## src/sv/min_priority_job_queue_top_assert.svh

```systemverilog
// assertion macros shared by the job queue modules
`ifndef MIN_PRIORITY_JOB_QUEUE_TOP_ASSERT_SVH
`define MIN_PRIORITY_JOB_QUEUE_TOP_ASSERT_SVH

`ifndef NO_ASSERTIONS

// property checked on the rising edge, ignored while reset is held
`define MPJQ_ASSERT(name, clk, rstn, prop) \
  name: assert property (@(posedge clk) disable iff (!(rstn)) (prop)) \
    else $error("mpjq assertion failed");

// property checked on every rising edge, reset included
`define MPJQ_ASSERT_ALWAYS(name, clk, prop) \
  name: assert property (@(posedge clk) (prop)) \
    else $error("mpjq assertion failed");

`else

`define MPJQ_ASSERT(name, clk, rstn, prop)
`define MPJQ_ASSERT_ALWAYS(name, clk, prop)

`endif

`endif

```

## src/sv/mpjq_pkg.sv

```systemverilog
package mpjq_pkg;

  // default sizes of the slot table
  localparam int DEPTH_DFLT          = 128;
  localparam int PAYLOAD_WIDTH_DFLT  = 32;
  localparam int PRIORITY_WIDTH_DFLT = 8;

  // fixed field widths
  localparam int ACTION_W = 2;
  localparam int STATUS_W = 2;
  localparam int COUNT_W  = 8;

  // request codes
  typedef enum logic [ACTION_W-1:0] {
    ACT_ENQ  = 2'd0,
    ACT_DEQ  = 2'd1,
    ACT_PEEK = 2'd2,
    ACT_NOP  = 2'd3
  } action_e;

  // result codes
  typedef enum logic [STATUS_W-1:0] {
    ST_OK     = 2'd0,
    ST_EMPTY  = 2'd1,
    ST_REJECT = 2'd2
  } status_e;

  // controller to datapath
  typedef struct packed {
    logic load_req;   // latch the incoming word, clear the scan trackers
    logic clear_wr;   // write an empty slot at the sweep address
    logic scan_rd;    // read the slot at the sweep address
    logic commit;     // apply the update and load the result word
  } cmd_t;

  // datapath to controller
  typedef struct packed {
    logic addr_last;  // sweep address is on the last slot
    logic skip;       // incoming word needs no scan
    logic out_free;   // result register can take a word this cycle
  } sts_t;

endpackage

```

## src/sv/mpjq_ctrl.sv

```systemverilog
`include "min_priority_job_queue_top_assert.svh"

module mpjq_ctrl (
  input  logic           clk_i,
  input  logic           rst_ni,
  input  logic           in_valid_i,
  output logic           in_ready_o,
  input  mpjq_pkg::sts_t sts_i,
  output mpjq_pkg::cmd_t cmd_o
);

  typedef enum logic [4:0] {
    S_CLEAR  = 5'b00001,
    S_IDLE   = 5'b00010,
    S_SCAN   = 5'b00100,
    S_WAIT   = 5'b01000,
    S_COMMIT = 5'b10000
  } state_e;

  state_e state_q, state_d;

  // state register, the table is swept clear after reset
  always_ff @(posedge clk_i or negedge rst_ni) begin
    if (!rst_ni) begin
      state_q <= S_CLEAR;
    end else begin
      state_q <= state_d;
    end
  end

  // next state and commands
  always_comb begin
    state_d    = state_q;
    cmd_o      = '0;
    in_ready_o = 1'b0;
    unique case (state_q)
      S_CLEAR: begin
        cmd_o.clear_wr = 1'b1;
        if (sts_i.addr_last) state_d = S_IDLE;
      end
      S_IDLE: begin
        in_ready_o = 1'b1;
        if (in_valid_i) begin
          cmd_o.load_req = 1'b1;
          state_d = sts_i.skip ? S_COMMIT : S_SCAN;
        end
      end
      S_SCAN: begin
        cmd_o.scan_rd = 1'b1;
        if (sts_i.addr_last) state_d = S_WAIT;
      end
      // last read word is compared here
      S_WAIT: begin
        state_d = S_COMMIT;
      end
      S_COMMIT: begin
        if (sts_i.out_free) begin
          cmd_o.commit = 1'b1;
          state_d = S_IDLE;
        end
      end
      default: begin
        state_d = S_CLEAR;
      end
    endcase
  end

  `MPJQ_ASSERT(a_commit_needs_room, clk_i, rst_ni, cmd_o.commit |-> sts_i.out_free)
  `MPJQ_ASSERT(a_scan_ends_in_wait, clk_i, rst_ni, (state_q == S_SCAN && sts_i.addr_last) |=> (state_q == S_WAIT))

endmodule

```

## config.mk

```make
export PLATFORM = sky130hd
export DESIGN_NAME = mpjq_ctrl
export DESIGN_NICKNAME = d
export VERILOG_FILES = /design/src/sv/mpjq_pkg.sv /design/src/sv/mpjq_ctrl.sv
export VERILOG_INCLUDE_DIRS = /design/src /design/src/sv
export SDC_FILE = /design/constraint.sdc
export NUM_CORES = 1
export LEC_CHECK = 0
export ABC_AREA = 1
export BUFFER_PORTS_ARGS = -buffer_cell sky130_fd_sc_hd__buf_4
export CAP_MARGIN = 25
export CORE_AREA = 2 2 39 41
export DETAILED_ROUTE_END_ITERATION = 8
export DIE_AREA = 0 0 41 43
export GPL_ROUTABILITY_DRIVEN = 0
export SYNTH_ARGS = -nofsm -noshare
export SYNTH_HDL_FRONTEND = slang
export SYNTH_SLANG_ARGS = --single-unit
```

## constraint.sdc

```tcl
create_clock -name clk_i -period 1.71 [get_ports clk_i]
set_clock_uncertainty 0.1 [all_clocks]
set_input_delay 0.171 -clock clk_i [delete_from_list [all_inputs] [get_ports clk_i]]
set_output_delay 0.171 -clock clk_i [all_outputs]
set_load 0.1 [all_outputs]
```

* After elaboration in Yosys (flattened, before gate mapping)
Cells that the tools add are included.
Storage, ports and cells: flip-flop bits (word level) 5, bits of input ports 6, output and inout port bits 5, word-level logic and storage cells 24
Cells by class: equal/unequal tests 9, mux-type cells 13, reduce and logical (&&, ||, !) cells 1
Operators by type and width (number):
- $mux 5 | 5
- $pmux 5 s5 | 1
- $ne 2x2->1 const B | 4
- $mux 1 | 7
- $eq 5x1->1 const B | 1
- $eq 5x2->1 const B | 1
- $eq 5x3->1 const B | 1
- $eq 5x4->1 const B | 1
- $eq 5x5->1 const B | 1
- $reduce_and 4->1 | 1

* Logic depth before layout (Yosys ltp)
depth after elaboration 3, depth in mapped cells 7, depth with buffers taken out 7

* Worst setup path before layout
No wires, ideal clock.
kind reg-to-output, start register state_q[3], end output port cmd_o[3] in the netlist's numbering, data arrival time 1.983 ns, required time 1.439 ns, setup slack -0.544 ns, stages on the path, launching flop included 4, buffers on the path 0, path through dfrtp_1 nor2_4 nand3_1 nor2_1
RTL lines:
- start, declared | line mpjq_ctrl.sv:20 | state_e state_q, state_d;
- start signal, assigned | line mpjq_ctrl.sv:27 | state_q <= state_d;
- end, declared | line mpjq_ctrl.sv:9 | output mpjq_pkg::cmd_t cmd_o

==> impl_metrics.env <==
export IMPL_outcome="complete, no violations"
export IMPL_wl_met3_um=46
export IMPL_setup_viol=0
export IMPL_io_pins=11
export IMPL_antenna_found_initial=0
export IMPL_critPathMostFrequentCell="nor2_4"
export IMPL_timing_fmax_mhz=610.7
export IMPL_finish_utilization_pct=37.88
export IMPL_path_cells="nor2_4, nand3_2, nor2_4, buf_6"
export IMPL_placed_cells=74
export IMPL_regMostFlops="state_q"
export IMPL_drt_wl_total_um=763
export IMPL_syn_cell_area_um2=340.3
export IMPL_wire_per_inst_um=9.658
export IMPL_viasPerCell=4.582
export IMPL_syn2layout_area_growth_pct=54.04
export IMPL_wl_met1_um=350
export IMPL_ant_nets=0
export IMPL_grt_pass1_wl_um=1214
export IMPL_grt_total_usage_pct=10.31
export IMPL_start_util_pct=24.59
export IMPL_power_density_nw_per_um2=1890
export IMPL_clkLatencyLatePin_ns=0.24
export IMPL_row_count=14
export IMPL_crit_family="simple AND/OR/NAND/NOR gates"
export IMPL_worst_pin_slew_ns=0.2062
export IMPL_fill_cells=148
export IMPL_hold_viol_final=0
export IMPL_dr_wl_met2_um=365
export IMPL_coreArea_um2=1384
export IMPL_cts_tree="yes"
export IMPL_ys_seq_area_share_pct=37.13
export IMPL_syn_num_nets=54
export IMPL_die_area_um2=1763
export IMPL_final_area_um2=524.3
export IMPL_slew_headroom_pct=86.24
export IMPL_placed_cell_area_um2=450.4
export IMPL_hp_class="in -> reg"
export IMPL_ys_ff_latch=5
export IMPL_drv_slew=0
export IMPL_worst_setup_path_end_kind="output pin"
export IMPL_required_ns=1.44
export IMPL_die_h_um=43
export IMPL_grt_max_degree=7
export IMPL_syn_inst=48
export IMPL_yosysUniqueCellTypes=13
export IMPL_period_minus_slack_ns=1.637
export IMPL_max_stage_delay_ns=0.42
export IMPL_numPortBuffers=10
export IMPL_crit_arrival_ns=1.37
export IMPL_clockRootBuffer="clkbuf_4"
export IMPL_clock_sinks=5
export IMPL_drc=0
export IMPL_num_vias=362
export IMPL_clkTransAtPathRegs_ns=0.04
export IMPL_dp_hpwl_um=600.1
export IMPL_syn_area_per_cell_um2=7.090
export IMPL_reg_largest_list="state_q: 5 flops"
export IMPL_drive_above_1_share_pct=46.03
export IMPL_fin_cells=79
export IMPL_htreeDepth=1
export IMPL_drt_iter0_drc=7
export IMPL_period_share_pct=95.75
export IMPL_setup_tns_ns=0
export IMPL_worst_setup_path_type="reg -> out"
export IMPL_cts_max_path_buffers=2
export IMPL_fin_nets=70
export IMPL_slowest_stage="dfrtp_1"
export IMPL_antennaDiodeCount=0
export IMPL_firstDrtPassIters=4
export IMPL_rsz0062_at_grt="no"
export IMPL_cp_start_kind="flip-flop"
export IMPL_overflow=0
export IMPL_synth_warnings=0
export IMPL_leakage_uw=0.0002918
export IMPL_path_buf_inv=1
export IMPL_grt_pass1_vias=297
export IMPL_worstPathMaxFanout=6
export IMPL_maxCapViolCount=0
export IMPL_ir_drop_uv=1190
export IMPL_highest_layer="met3"
export IMPL_setup_slack_ns=0.07262
export IMPL_pre_cts_ws_ns=0.2108
export IMPL_die_w_um=41
export IMPL_numCtsBuffers=3
export IMPL_largest_reg_flops=5
## routing by layer
layer	up-vias	track usage [%]
li1	185	-
met1	169	12.83
met5	-	0
met2	8	15.00
met4	0	2.000
met3	0	6.283
## area by class of cell
type | count | area, um^2 | area share (%)
Inverter | 11 | 41.29 | 7.876
Timing Repair Buffer | 11 | 112.6 | 21.48
Clock buffer | 4 | 26.28 | 5.012
Sequential cell | 5 | 126.4 | 24.10
Multi-Input combinational cell | 32 | 197.7 | 37.71
Tap cell | 16 | 20.02 | 3.819
## kinds of logic (layout without fill, tap and decap cells)
group	count (synthesis)	count (layout)	share of synthesized area (%)
AO/OA/AOI/OAI	1	1	1.839
buffers and inverters	11	26	12.13
flip-flops	5	5	37.13
AND/OR/NAND/NOR	31	31	48.90
## cell usage in the layout, fill, tap and decap left out
cell	count
nor2_4	3
dfrtp_1	4
clkbuf_1	1
o22ai_1	1
clkbuf_4	3
dfstp_2	1
nand4_1	4
dlygate4sd3_1	1
nand2_2	2
buf_12	1
nand3_1	4
buf_4	5
nor2_1	3
nor2_2	3
buf_6	4
inv_1	8
inv_2	3
nand2_1	8
nand3_2	4
## where the power goes
part / switching (uW) / internal [uW]
Sequential: 35.6 / 164
Combinational: 461 / 197
Clock: 44.5 / 87.9
## synth_stat cells (all sizes together)
master / number / area, um^2
dfrtp: 4 / 100.1
dfstp: 1 / 26.28
inv: 11 / 41.29
nand2: 10 / 42.54
nand3: 8 / 50.05
nand4: 4 / 25.02
nor2: 9 / 48.80
o22ai: 1 / 6.260
## worst register-to-register path, delay by kind of cell (launching register included)
family / cells / cell delay [ns]
DFF: 1 / 0.55
and+or+nand+nor: 6 / 0.53
buffers and inverters: 1 / 0.04
## through the flow
step,hold WS (ns),power (uW)
floorplan,-0.2246,665.2
global placement,-0.1252,771.9
detailed placement,-0.1243,772.8
CTS,0.001022,922.5
global route,0.01894,1049
finish,0.009820,990.7
## final timing paths
kind                             from          to  slack (ns)  cells after the start
max in group asynchronous      rst_ni  state_q[0]        1.14                      2
min reg2reg                state_q[4]  state_q[4]        0.54                      2
min                          sts_i[2]  state_q[0]        0.01                      2
min in group asynchronous      rst_ni  state_q[1]        0.17                      2
max                        state_q[3]    cmd_o[3]        0.07                      4
max reg2reg                state_q[0]  state_q[2]        0.37                      7
## timing repair
item	in CTS	in global routing
setup buffers	0	0
hold endpoints to repair	5	0
setup endpoints to repair	2	5
gates resized for setup	2	8
hold buffers	1	0
Note: power is estimated with default switching activity, not from simulation.
